**src/sv/vpa_pkg.sv**
```systemverilog
// Shared types and constants for the variable partition allocator.
package vpa_pkg;
   localparam int UsedSlotsDefault = 16;
   localparam int FreeSlotsDefault = 17;
   localparam int AddrBitsDefault  = 16;
   localparam logic [15:0] ResetTotal = 16'd1024;

   localparam logic [1:0] ST_OK       = 2'd0;
   localparam logic [1:0] ST_NO_FIT   = 2'd1;
   localparam logic [1:0] ST_FULL     = 2'd2;
   localparam logic [1:0] ST_NOT_FOUND = 2'd3;

   localparam logic [1:0] FIT_FIRST = 2'd0;
   localparam logic [1:0] FIT_BEST  = 2'd1;
   localparam logic [1:0] FIT_WORST = 2'd2;

   localparam logic [0:0] CSR_FIT_POLICY = 1'b0;
   localparam logic [0:0] CSR_TOTAL_SIZE = 1'b1;

   typedef enum logic [3:0] {
      S_IDLE, S_USCAN, S_FSCAN, S_ALLOC, S_INSPOS, S_INSERT,
      S_SHIFT, S_RESP, S_INIT
   } vpa_state_type;

   // Controller to datapath commands.
   typedef struct packed {
      logic load;        // capture request, clear scan counters
      logic uscan;       // examine one used slot
      logic fscan;       // examine one free slot
      logic do_alloc;    // commit allocation
      logic ins_pos;     // search insert position
      logic do_insert;   // commit merge / open gap
      logic shift;       // one shift step
      logic resp;        // raise response
      logic init;        // rebuild tables
   } vpa_cmd_type;

   // Datapath to controller status.
   typedef struct packed {
      logic is_free;     // request is a free
      logic uscan_done;
      logic slot_found;
      logic fscan_done;
      logic pick_found;
      logic pos_done;
      logic shift_done;
      logic need_shift;  // commit step needs a shift pass
   } vpa_stat_type;
endpackage

```
**src/sv/vpa_if.sv**
```systemverilog
// Valid/ready channel interfaces for requests, responses and CSR writes.
interface vpa_req_if;
   logic        valid;
   logic        ready;
   logic        mode;
   logic [15:0] req_size;
   logic [15:0] owner_id;
   modport source (output valid, mode, req_size, owner_id, input ready);
   modport sink   (input valid, mode, req_size, owner_id, output ready);
endinterface

interface vpa_rsp_if;
   logic        valid;
   logic        ready;
   logic [1:0]  status;
   logic [15:0] region_start;
   logic [15:0] assigned_id;
   modport source (output valid, status, region_start, assigned_id, input ready);
   modport sink   (input valid, status, region_start, assigned_id, output ready);
endinterface

interface vpa_csr_if;
   logic        valid;
   logic        ready;
   logic [0:0]  index;
   logic [15:0] data;
   modport source (output valid, index, data, input ready);
   modport sink   (input valid, index, data, output ready);
endinterface

```
**src/sv/vpa_ctrl.sv**
```systemverilog
// Sequencing state machine for the allocator.
module vpa_ctrl (
   input  logic                  clock,
   input  logic                  reset,
   input  logic                  start,
   input  logic                  init_req,
   input  logic                  rsp_taken,
   input  vpa_pkg::vpa_stat_type stat,
   output vpa_pkg::vpa_cmd_type  cmd,
   output logic                  idle
);
   import vpa_pkg::*;

   vpa_state_type state_ff, state_in;

   always_ff @(posedge clock) begin
      if (reset) state_ff <= S_IDLE;
      else       state_ff <= state_in;
   end

   always_comb begin
      state_in = state_ff;
      unique case (state_ff)
         S_IDLE: begin
            if (init_req)   state_in = S_INIT;
            else if (start) state_in = S_USCAN;
         end
         S_INIT:  state_in = S_IDLE;
         S_USCAN: begin
            if (stat.uscan_done) begin
               if (!stat.slot_found)  state_in = S_RESP;
               else if (stat.is_free) state_in = S_INSPOS;
               else                   state_in = S_FSCAN;
            end
         end
         S_FSCAN: begin
            if (stat.fscan_done) state_in = stat.pick_found ? S_ALLOC : S_RESP;
         end
         S_ALLOC:  state_in = stat.need_shift ? S_SHIFT : S_RESP;
         S_INSPOS: if (stat.pos_done) state_in = S_INSERT;
         S_INSERT: state_in = stat.need_shift ? S_SHIFT : S_RESP;
         S_SHIFT:  if (stat.shift_done) state_in = S_RESP;
         S_RESP:   if (rsp_taken) state_in = S_IDLE;
         default:  state_in = S_IDLE;
      endcase
   end

   always_comb begin
      cmd = '0;
      idle = 1'b0;
      unique case (state_ff)
         S_IDLE: begin
            idle = !init_req;
            cmd.load = start && !init_req;
         end
         S_INIT:   cmd.init = 1'b1;
         S_USCAN:  cmd.uscan = 1'b1;
         S_FSCAN:  cmd.fscan = 1'b1;
         S_ALLOC:  cmd.do_alloc = 1'b1;
         S_INSPOS: cmd.ins_pos = 1'b1;
         S_INSERT: cmd.do_insert = 1'b1;
         S_SHIFT:  cmd.shift = 1'b1;
         S_RESP:   cmd.resp = 1'b1;
         default:  cmd = '0;
      endcase
   end
endmodule

```
**src/sv/vpa_dp.sv**
```systemverilog
// Table storage and scan datapath for the allocator.
module vpa_dp #(
   parameter int USED_SLOTS = vpa_pkg::UsedSlotsDefault,
   parameter int FREE_SLOTS = vpa_pkg::FreeSlotsDefault,
   parameter int ADDR_BITS  = vpa_pkg::AddrBitsDefault
) (
   input  logic                  clock,
   input  logic                  reset,
   input  vpa_pkg::vpa_cmd_type  cmd,
   output vpa_pkg::vpa_stat_type stat,
   input  logic                  in_mode,
   input  logic [15:0]           in_size,
   input  logic [15:0]           in_id,
   input  logic [1:0]            fit_policy,
   input  logic [15:0]           total_size,
   output logic [1:0]            out_status,
   output logic [15:0]           out_start,
   output logic [15:0]           out_id
);
   import vpa_pkg::*;

   localparam int UW = $clog2(USED_SLOTS + 1);
   localparam int UI = (USED_SLOTS > 1) ? $clog2(USED_SLOTS) : 1;
   localparam int FW = $clog2(FREE_SLOTS + 1);
   localparam int FI = $clog2(FREE_SLOTS);
   localparam int AW = ADDR_BITS;

   logic [AW-1:0] fstart_ff [FREE_SLOTS];
   logic [AW-1:0] flen_ff   [FREE_SLOTS];
   logic [FW-1:0] fcount_ff;
   logic [USED_SLOTS-1:0] uvalid_ff;
   logic [15:0]   uid_ff    [USED_SLOTS];
   logic [AW-1:0] ustart_ff [USED_SLOTS];
   logic [AW-1:0] ulen_ff   [USED_SLOTS];
   logic [15:0]   idc_ff;

   logic          mode_ff;
   logic [AW-1:0] size_ff;
   logic [15:0]   oid_ff;
   logic [UW-1:0] ui_ff;
   logic          sfound_ff;
   logic [UI-1:0] slot_ff;
   logic [FW-1:0] fi_ff;
   logic          pfound_ff;
   logic [FI-1:0] pick_ff;
   logic [AW-1:0] plen_ff;
   logic [AW-1:0] rs_ff;      // region start
   logic [AW-1:0] rl_ff;      // region length (for free)
   logic [1:0]    status_ff;
   // shift pass: sh_dir 0 closes gap at sh_i (left), 1 opens gap (right)
   logic          sh_dir_ff;
   logic [FW-1:0] sh_i_ff;
   logic [FW-1:0] sh_end_ff;
   logic [AW-1:0] ns_ff, nl_ff;  // entry written into opened gap

   logic [UI-1:0] ui_idx;
   logic [FI-1:0] fi_idx, fi_prev, sh_idx;
   logic [AW-1:0] cur_len;
   logic          better;

   assign ui_idx  = ui_ff[UI-1:0];
   assign fi_idx  = fi_ff[FI-1:0];
   assign fi_prev = fi_idx - 1'b1;
   assign sh_idx  = sh_i_ff[FI-1:0];
   assign cur_len = flen_ff[fi_idx];

   always_comb begin
      unique case (fit_policy)
         FIT_BEST:  better = cur_len < plen_ff;
         FIT_WORST: better = cur_len > plen_ff;
         default:   better = 1'b0;
      endcase
   end

   // insert position logic at fi (pos)
   logic mp, mn;
   assign mp = (fi_ff != '0) &&
               ((fstart_ff[fi_prev] + flen_ff[fi_prev]) == rs_ff);
   assign mn = (fi_ff < fcount_ff) && ((rs_ff + rl_ff) == fstart_ff[fi_idx]);

   always_comb begin
      stat.is_free    = mode_ff;
      stat.uscan_done = (ui_ff == UW'(USED_SLOTS - 1)) ||
                        (mode_ff ? (uvalid_ff[ui_idx] && uid_ff[ui_idx] == oid_ff)
                                 : !uvalid_ff[ui_idx]);
      stat.slot_found = sfound_ff || (mode_ff
                        ? (uvalid_ff[ui_idx] && uid_ff[ui_idx] == oid_ff)
                        : !uvalid_ff[ui_idx]);
      stat.fscan_done = (fi_ff >= fcount_ff);
      stat.pick_found = pfound_ff;
      stat.pos_done   = (fi_ff >= fcount_ff) || (fstart_ff[fi_idx] >= rs_ff);
      stat.shift_done = sh_dir_ff ? (sh_i_ff <= sh_end_ff)
                                  : (sh_i_ff + 1'b1 >= sh_end_ff);
      if (cmd.do_alloc)
         stat.need_shift = !(plen_ff > size_ff);
      else
         stat.need_shift = (rl_ff != '0) &&
            ((mp && mn) || (!mp && !mn && fcount_ff < FW'(FREE_SLOTS)));
   end

   always_ff @(posedge clock) begin
      if (reset) begin
         idc_ff    <= '0;
         uvalid_ff <= '0;
         fcount_ff <= FW'(1);
         fstart_ff[0] <= '0;
         flen_ff[0]   <= AW'(ResetTotal);
      end else begin
         if (cmd.init) begin
            uvalid_ff <= '0;
            fstart_ff[0] <= '0;
            flen_ff[0]   <= AW'(total_size);
            fcount_ff <= (AW'(total_size) != '0) ? FW'(1) : '0;
         end
         if (cmd.load) begin
            mode_ff   <= in_mode;
            size_ff   <= AW'(in_size);
            ui_ff     <= '0;
            fi_ff     <= '0;
            sfound_ff <= 1'b0;
            pfound_ff <= 1'b0;
            rs_ff     <= '0;
            if (!in_mode) begin
               idc_ff <= idc_ff + 16'd1;
               oid_ff <= idc_ff + 16'd1;
            end else begin
               oid_ff <= in_id;
            end
         end
         if (cmd.uscan) begin
            if (stat.uscan_done) begin
               sfound_ff <= stat.slot_found;
               slot_ff   <= ui_idx;
               if (!stat.slot_found)
                  status_ff <= mode_ff ? ST_NOT_FOUND : ST_FULL;
               else if (mode_ff) begin
                  uvalid_ff[ui_idx] <= 1'b0;
                  rs_ff  <= ustart_ff[ui_idx];
                  rl_ff  <= ulen_ff[ui_idx];
                  status_ff <= ST_OK;
               end
            end else begin
               ui_ff <= ui_ff + 1'b1;
            end
         end
         if (cmd.fscan && !stat.fscan_done) begin
            fi_ff <= fi_ff + 1'b1;
            if (cur_len >= size_ff && (!pfound_ff || better)) begin
               pfound_ff <= 1'b1;
               pick_ff   <= fi_idx;
               plen_ff   <= cur_len;
            end
            if (cur_len >= size_ff && !pfound_ff &&
                fit_policy != FIT_BEST && fit_policy != FIT_WORST)
               fi_ff <= fcount_ff;
         end
         if (cmd.fscan && stat.fscan_done)
            status_ff <= pfound_ff ? ST_OK : ST_NO_FIT;
         if (cmd.do_alloc) begin
            rs_ff <= fstart_ff[pick_ff];
            uvalid_ff[slot_ff] <= 1'b1;
            uid_ff[slot_ff]    <= oid_ff;
            ustart_ff[slot_ff] <= fstart_ff[pick_ff];
            ulen_ff[slot_ff]   <= size_ff;
            if (plen_ff > size_ff) begin
               fstart_ff[pick_ff] <= fstart_ff[pick_ff] + size_ff;
               flen_ff[pick_ff]   <= plen_ff - size_ff;
            end else begin
               sh_dir_ff <= 1'b0;
               sh_i_ff   <= FW'(pick_ff);
               sh_end_ff <= fcount_ff;
            end
         end
         if (cmd.ins_pos && !stat.pos_done) fi_ff <= fi_ff + 1'b1;
         if (cmd.do_insert && rl_ff != '0) begin
            if (mp && mn) begin
               flen_ff[fi_prev] <= flen_ff[fi_prev] + rl_ff + flen_ff[fi_idx];
               sh_dir_ff <= 1'b0;
               sh_i_ff   <= fi_ff;
               sh_end_ff <= fcount_ff;
            end else if (mp) begin
               flen_ff[fi_prev] <= flen_ff[fi_prev] + rl_ff;
            end else if (mn) begin
               fstart_ff[fi_idx] <= rs_ff;
               flen_ff[fi_idx]   <= flen_ff[fi_idx] + rl_ff;
            end else if (fcount_ff < FW'(FREE_SLOTS)) begin
               sh_dir_ff <= 1'b1;
               sh_i_ff   <= fcount_ff;
               sh_end_ff <= fi_ff;
               ns_ff <= rs_ff;
               nl_ff <= rl_ff;
            end
         end
         if (cmd.shift) begin
            if (sh_dir_ff) begin
               if (sh_i_ff <= sh_end_ff) begin
                  fstart_ff[sh_idx] <= ns_ff;
                  flen_ff[sh_idx]   <= nl_ff;
                  fcount_ff <= fcount_ff + 1'b1;
               end else begin
                  fstart_ff[sh_idx] <= fstart_ff[sh_idx - 1'b1];
                  flen_ff[sh_idx]   <= flen_ff[sh_idx - 1'b1];
                  sh_i_ff <= sh_i_ff - 1'b1;
               end
            end else begin
               if (sh_i_ff + 1'b1 >= sh_end_ff) begin
                  if (fcount_ff != '0) fcount_ff <= fcount_ff - 1'b1;
               end else begin
                  fstart_ff[sh_idx] <= fstart_ff[sh_idx + 1'b1];
                  flen_ff[sh_idx]   <= flen_ff[sh_idx + 1'b1];
                  sh_i_ff <= sh_i_ff + 1'b1;
               end
            end
         end
      end
   end

   assign out_status = status_ff;
   assign out_start  = (status_ff == ST_OK) ? 16'(rs_ff) : 16'd0;
   assign out_id     = oid_ff;
endmodule

```
**src/sv/variable_partition_allocator_top.sv**
```systemverilog
// Top level of the variable partition allocator.
// Sequence: a request beat starts a used-slot scan, then a free-table scan (allocate) or an
//   insert-position search (free), a shift pass if needed, and then the response beat.
// Requests are handled one at a time; the next beat is taken once the response is accepted and the block is idle.
// Reset: synchronous, active high; one free block [0,1024), no regions, id 0.
// A total_size write rebuilds the tables once the block is idle.
module variable_partition_allocator_top #(
   parameter int USED_SLOTS = vpa_pkg::UsedSlotsDefault,
   parameter int FREE_SLOTS = vpa_pkg::FreeSlotsDefault,
   parameter int ADDR_BITS  = vpa_pkg::AddrBitsDefault
) (
   input  logic       clock,
   input  logic       reset,
   vpa_req_if.sink    req,
   vpa_rsp_if.source  rsp,
   vpa_csr_if.sink    csr
);
   import vpa_pkg::*;

   vpa_cmd_type  cmd;
   vpa_stat_type stat;
   logic         idle;
   logic [1:0]   policy_ff;
   logic [15:0]  total_ff;
   logic         init_ff;    // rebuild pending after a total_size beat

   // CSR beats are accepted anytime; rebuild runs before the next request.
   assign csr.ready = 1'b1;
   always_ff @(posedge clock) begin
      if (reset) begin
         policy_ff <= FIT_FIRST;
         total_ff  <= ResetTotal;
         init_ff   <= 1'b0;
      end else begin
         if (cmd.init) init_ff <= 1'b0;
         if (csr.valid) begin
            unique case (csr.index)
               CSR_FIT_POLICY: policy_ff <= csr.data[1:0];
               CSR_TOTAL_SIZE: begin
                  total_ff <= csr.data;
                  init_ff  <= 1'b1;
               end
               default: ;
            endcase
         end
      end
   end

   // Take a request beat only when idle with no rebuild pending.
   assign req.ready = idle;
   assign rsp.valid = cmd.resp;

   vpa_ctrl u_ctrl (
      .clock(clock), .reset(reset),
      .start(req.valid), .init_req(init_ff), .rsp_taken(rsp.ready),
      .stat(stat), .cmd(cmd), .idle(idle)
   );

   vpa_dp #(.USED_SLOTS(USED_SLOTS), .FREE_SLOTS(FREE_SLOTS), .ADDR_BITS(ADDR_BITS))
   u_dp (
      .clock(clock), .reset(reset), .cmd(cmd), .stat(stat),
      .in_mode(req.mode), .in_size(req.req_size), .in_id(req.owner_id),
      .fit_policy(policy_ff), .total_size(total_ff),
      .out_status(rsp.status), .out_start(rsp.region_start),
      .out_id(rsp.assigned_id)
   );
endmodule

```
**src/flat_wrapper.sv**
```systemverilog
// flat-port wrapper written by rule: the top's interface ports become plain ports
module variable_partition_allocator_top_flat import vpa_pkg::*;
#(
   parameter int USED_SLOTS = vpa_pkg::UsedSlotsDefault,
   parameter int FREE_SLOTS = vpa_pkg::FreeSlotsDefault,
   parameter int ADDR_BITS  = vpa_pkg::AddrBitsDefault
)
  (clock, reset, req_valid, req_mode, req_req_size, req_owner_id, req_ready, rsp_valid, rsp_status, rsp_region_start, rsp_assigned_id, rsp_ready, csr_valid, csr_index, csr_data, csr_ready);
  vpa_req_if req_i ();
  vpa_rsp_if rsp_i ();
  vpa_csr_if csr_i ();
  input  logic clock;
  input  logic reset;
  input wire logic [$bits(req_i.valid)-1:0] req_valid;
  input wire logic [$bits(req_i.mode)-1:0] req_mode;
  input wire logic [$bits(req_i.req_size)-1:0] req_req_size;
  input wire logic [$bits(req_i.owner_id)-1:0] req_owner_id;
  output wire logic [$bits(req_i.ready)-1:0] req_ready;
  output wire logic [$bits(rsp_i.valid)-1:0] rsp_valid;
  output wire logic [$bits(rsp_i.status)-1:0] rsp_status;
  output wire logic [$bits(rsp_i.region_start)-1:0] rsp_region_start;
  output wire logic [$bits(rsp_i.assigned_id)-1:0] rsp_assigned_id;
  input wire logic [$bits(rsp_i.ready)-1:0] rsp_ready;
  input wire logic [$bits(csr_i.valid)-1:0] csr_valid;
  input wire logic [$bits(csr_i.index)-1:0] csr_index;
  input wire logic [$bits(csr_i.data)-1:0] csr_data;
  output wire logic [$bits(csr_i.ready)-1:0] csr_ready;
  assign req_i.valid = req_valid;
  assign req_i.mode = req_mode;
  assign req_i.req_size = req_req_size;
  assign req_i.owner_id = req_owner_id;
  assign req_ready = req_i.ready;
  assign rsp_valid = rsp_i.valid;
  assign rsp_status = rsp_i.status;
  assign rsp_region_start = rsp_i.region_start;
  assign rsp_assigned_id = rsp_i.assigned_id;
  assign rsp_i.ready = rsp_ready;
  assign csr_i.valid = csr_valid;
  assign csr_i.index = csr_index;
  assign csr_i.data = csr_data;
  assign csr_ready = csr_i.ready;
  variable_partition_allocator_top #(.USED_SLOTS(USED_SLOTS), .FREE_SLOTS(FREE_SLOTS), .ADDR_BITS(ADDR_BITS)) u_core (.clock(clock), .reset(reset), .req(req_i), .rsp(rsp_i), .csr(csr_i));
endmodule
```
**config.mk**
```make
export PLATFORM = sky130hd
export DESIGN_NAME = variable_partition_allocator_top_flat
export DESIGN_NICKNAME = d
export VERILOG_FILES = /design/src/sv/vpa_pkg.sv /design/src/sv/vpa_if.sv /design/src/sv/vpa_ctrl.sv /design/src/sv/vpa_dp.sv /design/src/sv/variable_partition_allocator_top.sv /design/src/flat_wrapper.sv
export SDC_FILE = /design/constraint.sdc
export NUM_CORES = 2
export LEC_CHECK = 0
export BUFFER_PORTS_ARGS = -buffer_cell sky130_fd_sc_hd__buf_2
export CORE_MARGIN = 2
export CORE_UTILIZATION = 37
export DETAILED_ROUTE_END_ITERATION = 8
export SLEW_MARGIN = 20
export SYNTH_ARGS = -nofsm -noshare
export SYNTH_HDL_FRONTEND = slang
export SYNTH_SLANG_ARGS = --single-unit
```
**constraint.sdc**
```tcl
create_clock -name clock -period 24.2 [get_ports clock]
set_input_delay 3.63 -clock clock [delete_from_list [all_inputs] [get_ports clock]]
set_output_delay 3.63 -clock clock [all_outputs]
set_load 0.05 [all_outputs]
```
# Word level (Yosys, flattened, before mapping)
# Memories as Yosys holds them, arrays and structs flattened. A register that Yosys moved wholly into a read port is not among the register bits.
# Index checks and enable logic that the tools add are counted.
[word_totals]
reg_bits = 191
latchBits = 0
ramBits = 1312
rom_bits = 0
input_bits = 55
output_inout_bits = 37
elab_cells = 334
mem_count = 5
[memory_table]
columns = ["memory", "words", "width", "read_ports", "rd_clocked_by_memory_dff", "wr", "line", "text"]
rows = [
  ["u_core.u_dp.flen_ff", 17, 16, 4, 1, 1, "vpa_dp.sv:29", "logic [AW-1:0] flen_ff [FREE_SLOTS];"],
  ["u_core.u_dp.fstart_ff", 17, 16, 5, 2, 1, "vpa_dp.sv:28", "logic [AW-1:0] fstart_ff [FREE_SLOTS];"],
  ["u_core.u_dp.uid_ff", 16, 16, 1, 1, 1, "vpa_dp.sv:32", "logic [15:0] uid_ff [USED_SLOTS];"],
  ["u_core.u_dp.ulen_ff", 16, 16, 1, 1, 1, "vpa_dp.sv:34", "logic [AW-1:0] ulen_ff [USED_SLOTS];"],
  ["u_core.u_dp.ustart_ff", 16, 16, 1, 1, 1, "vpa_dp.sv:33", "logic [AW-1:0] ustart_ff [USED_SLOTS];"],
]
[op_classes]
addsub = 15
multipliers = 0
n_div = 0
order_cmp = 14
n_eq_ne = 23
shifts = 0
mux = 178
bitwise_logic = 16
n_reduce_logical = 59
[ops]
columns = ["op", "count"]
rows = [
  ["$mux W16", 30],
  ["$mux W5", 41],
  ["$reduce_or A16 Y1", 7],
  ["$add A16 B16 Y16", 6],
  ["$mux W1", 85],
  ["$eq A16 B16 Y1", 3],
  ["$mux W4", 9],
  ["$ge A16 B16 Y1", 2],
  ["$gt A16 B16 Y1", 2],
  ["$reduce_bool A16 Y1", 2],
  ["$pmux W4 S7", 1],
  ["$add A5 B1 Y5 const B", 4],
  ["$logic_and A1 B1 Y1", 18],
  ["$add A16 B1 Y16 const B", 1],
  ["$and A16 B16 Y16", 1],
  ["$eq A4 B3 Y1 const B", 4],
  ["$lt A16 B16 Y1", 1],
  ["$not A16 Y16", 1],
  ["$or A16 B16 Y16", 1],
  ["$sub A16 B16 Y16", 1],
  ["$sub A5 B1 Y5 const B", 3],
  ["$reduce_and A6 Y1", 2],
  ["$ge A5 B5 Y1", 2],
  ["$lt A4 B5 Y1 const B", 2],
  ["other kinds (33)", 76],
]

# Depth between registers and ports, before layout
# An unclocked memory read counts as a cell.
[logic_depth]
depth_word = 15
depth_mapped = 37
mapped_depth_nobuf = 29

# Hierarchy
# From an unflattened synthesis, not the netlist that was laid out.
[hier_totals]
cells_unflattened = 7552
hier_area_um2 = 94642.0
[by_module_without_submodules]
columns = ["mod", "instances", "cells_each", "area_per_inst_um2", "seq_area_each_um2"]
rows = [
  ["vpa_dp", 1, 7411, 93432.1, 44833.0],
  ["variable_partition_allocator_top", 1, 85, 814.5, 380.4],
  ["vpa_ctrl", 1, 56, 395.4, 80.1],
]

# Least setup slack after synthesis
# No wires, ideal clock.
[synth_timing]
path_type = "reg2reg"
from = "register u_core.u_dp.fi_ff[0]"
to = "memory u_core.u_dp.flen_ff[16][0] in the netlist's numbering, enable pin"
setup_ns = 0.406
arrival_ns = 8.137
t_required_ns = 23.794
path_slack_ns = 15.658
path_stages_with_launch = 28
path_buffers = 9
period_less_slack_ns = 8.542
path_cell_list = "edfxtp_1 > buf_2 > buf_1 > buf_1 > clkbuf_1 > inv_1 > ha_1 > buf_2 > buf_2 > clkbuf_1 > buf_1 > mux4_2 > mux2_2 > a21oi_1 > o21ai_0 > ha_1 > inv_1 > fa_1 > xnor2_1 > nor4_1 > nand4b_1 > nor4_1 > o2111ai_1 > or4_4 > buf_2 > nor2_1 > a21boi_0 > a2111oi_2"
[synth_between]
elab_chain_len = 15
elab_cells_between_ends = 34
classes_between = "add/sub (2); order compare (1); eq/ne (1); mux (21); bitwise (1); reduce/logical (6); memory (2)"
[synth_lines]
columns = ["element", "line", "text"]
rows = [
  ["start: declaration", "vpa_dp.sv:43", "logic [FW-1:0] fi_ff;"],
  ["start signal: assignment", "vpa_dp.sv:147", "fi_ff <= fi_ff + 1'b1;"],
  ["start signal: assignment", "vpa_dp.sv:155", "fi_ff <= fcount_ff;"],
  ["start signal: assignment", "vpa_dp.sv:174", "if (cmd.ins_pos && !stat.pos_done) fi_ff <= fi_ff + 1'b1;"],
  ["$sub A5 B1 Y5", "vpa_dp.sv:63", "assign fi_prev = fi_idx - 1'b1;"],
  ["$mem_v2 Z17 W16 (on tied branches)", "-", ""],
  ["$add A16 B16 Y16", "vpa_dp.sv:78", "((fstart_ff[fi_prev] + flen_ff[fi_prev]) == rs_ff);"],
  ["$eq A16 B16 Y1", "vpa_dp.sv:78", ""],
  ["$logic_and A1 B1 Y1", "vpa_dp.sv:77", "assign mp = (fi_ff != '0) &&"],
  ["$mux W1 or $logic_and A1 B1 Y1 (tied branches)", "vpa_dp.sv:181, vpa_dp.sv:176", ""],
  ["$mux W1", "vpa_dp.sv:176", "if (mp && mn) begin"],
  ["$mux W1", "vpa_dp.sv:175", "if (cmd.do_insert && rl_ff != '0) begin"],
  ["$mux W1", "vpa_dp.sv:102", "if (reset) begin"],
  ["$mux W1 (on tied branches)", "vpa_dp.sv:182, vpa_dp.sv:177", ""],
  ["$or A1 B1 Y1 (no line)", "-", ""],
  ["$reduce_or A16 Y1 (no line)", "-", ""],
  ["$mux W5 (no line) or $mux W1 (tied branches) (3 in a row)", "-", ""],
  ["end: declaration", "vpa_dp.sv:29", ""],
]
# Parallel ways exist; a longest one is shown, timed or not.

# Final worst setup path
[layout_timing]
from = "register u_core.u_dp.fi_ff[1]"
to = "memory u_core.u_dp.fstart_ff[13][0] in the netlist's numbering, enable pin"
[layout_between]
elab_chain_len = 13
elab_cells_between_ends = 21
classes_between = "add/sub (2); order compare (1); eq/ne (1); mux (10); reduce/logical (5); memory (2)"
[layout_lines]
columns = ["element", "line", "text"]
rows = [
  ["$sub A5 B1 Y5", "vpa_dp.sv:63", ""],
  ["$mem_v2 Z17 W16 (on tied branches)", "-", ""],
  ["$add A16 B16 Y16", "vpa_dp.sv:78", ""],
  ["$eq A16 B16 Y1", "vpa_dp.sv:78", ""],
  ["$logic_and A1 B1 Y1", "vpa_dp.sv:77", ""],
  ["$mux W1 or $logic_and A1 B1 Y1 (tied branches)", "vpa_dp.sv:181, vpa_dp.sv:176", ""],
  ["$mux W1", "vpa_dp.sv:176", ""],
  ["$mux W1", "vpa_dp.sv:175", ""],
  ["$mux W1", "vpa_dp.sv:102", ""],
  ["$mux W1 (implied by the code)", "vpa_dp.sv:184", "fstart_ff[fi_idx] <= rs_ff;"],
  ["$reduce_or A16 Y1 (no line)", "-", ""],
  ["$mux W5 (no line) or $mux W1 (tied branches) (2 in a row)", "-", ""],
  ["end: declaration", "vpa_dp.sv:28", ""],
]
# Parallel ways exist; a longest one is shown, timed or not.

==> flow_summary.yaml <==
run_status:
  status: "completed"
layout:
  n_fill_cell: 20000
  area_delta_synth_final_pct: 12.1
  stdcell_count: 8491
  regArea_sq_um: 45300
  postLayoutCoreUtil_pct: 41.8
  final_area_sq_um: 93000
  drive_above_1_share_pct: 28.4
  fin_nets: 5627
  multiInputGateArea_sq_um: 36100
  diodes: 0
sta:
  max_freq_mhz: 109
  drv_slew: 0
  tightest_slew_ns: 1.11
  fin_crit_sh_pct: 37.9
  rsz0062_at_grt: "no"
  final_hold_viol_count: 0
  slew_headroom_pct: 23.8
  fin_skew_ns: 0.0675
  fin_tns_setup_ns: 0
  fin_crit_ns: 9.17
  setup_viol: 0
synth:
  syn_area_sq_um: 82900
  synthFlopType: "edfxtp_1"
  async_flop_share_pct: 0
  synth-xor-area-share_pct: 1.87
  synth_compound_area_share_pct: 6.18
  synth_edf_count: 1459
  synthAdderAreaFrac_pct: 2.93
  yosys_register_bits: 1533
  synthMuxAreaShare_pct: 25.9
  syn_inst: 5305
  ys_seq_area_share_pct: 54.6
  yosys_warnings: 0
  synth_nets: 5550
  avgSynthCellArea_sq_um: 15.6
  synth_top_family_by_area: "multiplexers"
  yosys.cell_types.count: 101
  synthSimpleGateAreaFrac_pct: 6.07
setup_path:
  critPathLaunchType: "register"
  slowest_stage: "ha_4"
  cp_max_fo: 46
  crit_chain: "inv_1, ha_4, buf_4, mux4_2, mux2i_1, nor2_1, a21oi_1, o21ai_0, ha_1, inv_1, fa_1, nor2b_1, o31a_1, o21ai_0, xnor2_1, nor4_1, o2111ai_1, or4_4, nor4b_4, buf_4, a21boi_0, o21ai_0, nor2_2, buf_4"
  critPathMaxStageDelay_ns: 0.88
  worstSetupStartpoint: "u_core.u_dp.fi_ff[1]"
  cp_top_family: "simple AND/OR/NAND/NOR gates"
  critPathBufInv: 5
  cp-end-kind: "register"
  arrival_ns: 9.68
  crit_required_ns: 24.71
  path_class: "reg2reg"
  reg2reg_from: "u_core.u_dp.fi_ff[1]"
clock_tree:
  numCtsBuffers: 165
  cts_repair_resize_count: 0
  cts.reportedPaths.clkPinSlew_ns: 0.07
  htree_num_levels: 4
  cts_buffer_depth: 3
  cts.sinks: 1533
  post_cts_buffers: 0
  cts_tree: "yes"
  clk_latency_ns: 0.86
  ctsHoldBuffers: 0
  root_buffer: "clkbuf_16"
placed_design:
  place_hpwl_mm: 167
  routabilityCongestion: 0.911
  placed_cells: 8189
  io_buffers: 90
  placedInstanceArea_sq_um: 87300
routing:
  via_count: 53700
  drtIter0Drc: 7004
  drt-total-wl_mm: 266
  ant_nets: 0
  drc: 0
  post_drt_wl_per_cell_microns: 31.4
  firstDrtPassIters: 6
  via_per_inst: 6.33
worst_hold_path:
  hold_class: "reg2reg"
  hp-start: "u_core.total_ff[14]"
global_route:
  grt.total_usage_pct: 22.9
  antenna_found_initial: 4
  grt_start_max_net_pins: 118
  grt_pass1_vias: 52600
  grt-ovfl-total: 0
  grt_first_pass_wirelength_mm: 381
power_and_ir_drop:
  ir_drop_mv: 0.0928
  powerDensity_nw_per_um2: 92.4
  static-leakage-power_uw: 0.0308
floorplan:
  core_sq_um: 223000
  num_rows: 173
  die_area_sq_um: 228000
  ios: 92
  start_util_pct: 37.3
  fp.dieH_microns: 477
  die_w_microns: 477
run:
  cap_violations: 0
synthesized netlist by cell type (all sizes together) (20+ instances only):
library cell	n	area (sq um)
a31oi	23	150
edfxtp	1459	43800
and3	53	332
nand3	73	375
mux4	862	19400
a311oi	29	254
ha	183	2290
a211oi	22	175
nor2	219	827
nand4	27	169
o21ai	190	955
xor2	56	498
nand2b	24	150
buf	153	774
mux2i	139	1390
a21oi	228	1140
inv	127	477
a21o	51	383
dfxtp	74	1480
o22ai	42	263
nor3	93	475
nor4	21	161
xnor2	110	1000
clkbuf	197	739
nor2b	39	244
a31o	20	175
nand2	434	1630
mux2	62	698
where the power goes:
| group | internal (uW) | total [uW] | leakage, uW | switching (uW) |
|---|---|---|---|---|
| combinational | 1190 | 2870 | 0.0140 | 1680 |
| clock | 1510 | 2610 | 0.00270 | 1100 |
| sequential | 2980 | 3110 | 0.0141 | 133 |
| total | 5680 | 8590 | 0.0308 | 2920 |
layer usage:
layer,track usage (%),routed length (microns),vias up
met1,30.9,104000,28100
met4,8.18,9870,8
met3,5.78,28000,547
li1,-,-,21900
met2,35.9,124000,3232
met5,0.168,91,-
cells in the final DEF, fill, tap and decap left out, drive strengths merged, types with 17 or more instances in the layout:
cell type and count:
edfxtp 1459, mux4 862, nand2 434, buf 260, a21oi 228, nor2 219
clkbuf 202, o21ai 190, ha 183, mux2i 139, inv 131, xnor2 110
nor3 93, dfxtp 74, nand3 73, clkinv 71, mux2 62, xor2 56
and3 53, a21o 51, o22ai 42, nor2b 39, a311oi 29, nand4 27
nand2b 24, a31oi 23, a211oi 22, nor4 21, a31o 20, bufinv 20
or3 19, a22oi 19, o21a 17, o211ai 17, and2 17
cell type report:
| cell class | instances | share of cell area, % |
|---|---|---|
| sequential | 1533 | 48.7 |
| clock inverter | 99 | 1.33 |
| tap | 2975 | 4.00 |
| timing repair buffer | 260 | 1.93 |
| multi-input combinational | 3292 | 38.8 |
| inverter | 130 | 0.525 |
| clock buffer | 202 | 4.68 |
worst paths after layout:
kind / to / slack (ns) / cells after the start
min reg2reg: u_core.total_ff[14] / 0.48 / 2
min: u_core.total_ff[14] / 0.48 / 2
max reg2reg: u_core.u_dp.fstart_ff[13][0] / 15.03 / 24
max: u_core.u_dp.fstart_ff[13][0] / 15.03 / 24
registers in the layout, summed over array words and instances (netlist names), 256 cells and up, named ones only:
signal / cells
u_core.u_dp.flen_ff: 272
u_core.u_dp.fstart_ff: 272
u_core.u_dp.uid_ff: 256
u_core.u_dp.ulen_ff: 256
u_core.u_dp.ustart_ff: 256
kinds of logic after synthesis:
| group | Yosys count |
|---|---|
| adder cells (fa/ha/maj) | 190 |
| multiplexers | 1063 |
| buffers and inverters | 480 |
| flip-flops | 1533 |
| other | 1 |
| AO/OA/AOI/OAI | 798 |
| AND/OR/NAND/NOR | 1072 |
| XOR/XNOR | 168 |
per-stage QoR:
| step | setup WS [ns] | total power [uW] | hold slack (ns) |
|---|---|---|---|
| final | 15.03 | 8590 | 0.477 |
| after global routing | 14.84 | 8910 | 0.501 |
| after CTS | 15.05 | 8590 | 0.478 |
| after detailed placement | 15.15 | 5990 | 0.469 |
| after global placement | 15.23 | 5970 | 0.464 |
| after floorplan | 15.66 | 5130 | 0.424 |
worst min-delay path, stage by stage, from the launching register on:
cell	delay (ns)
dfxtp_1	0.32
nand2_1	0.06
a21oi_1	0.05
(Power assumes the default switching activity.)
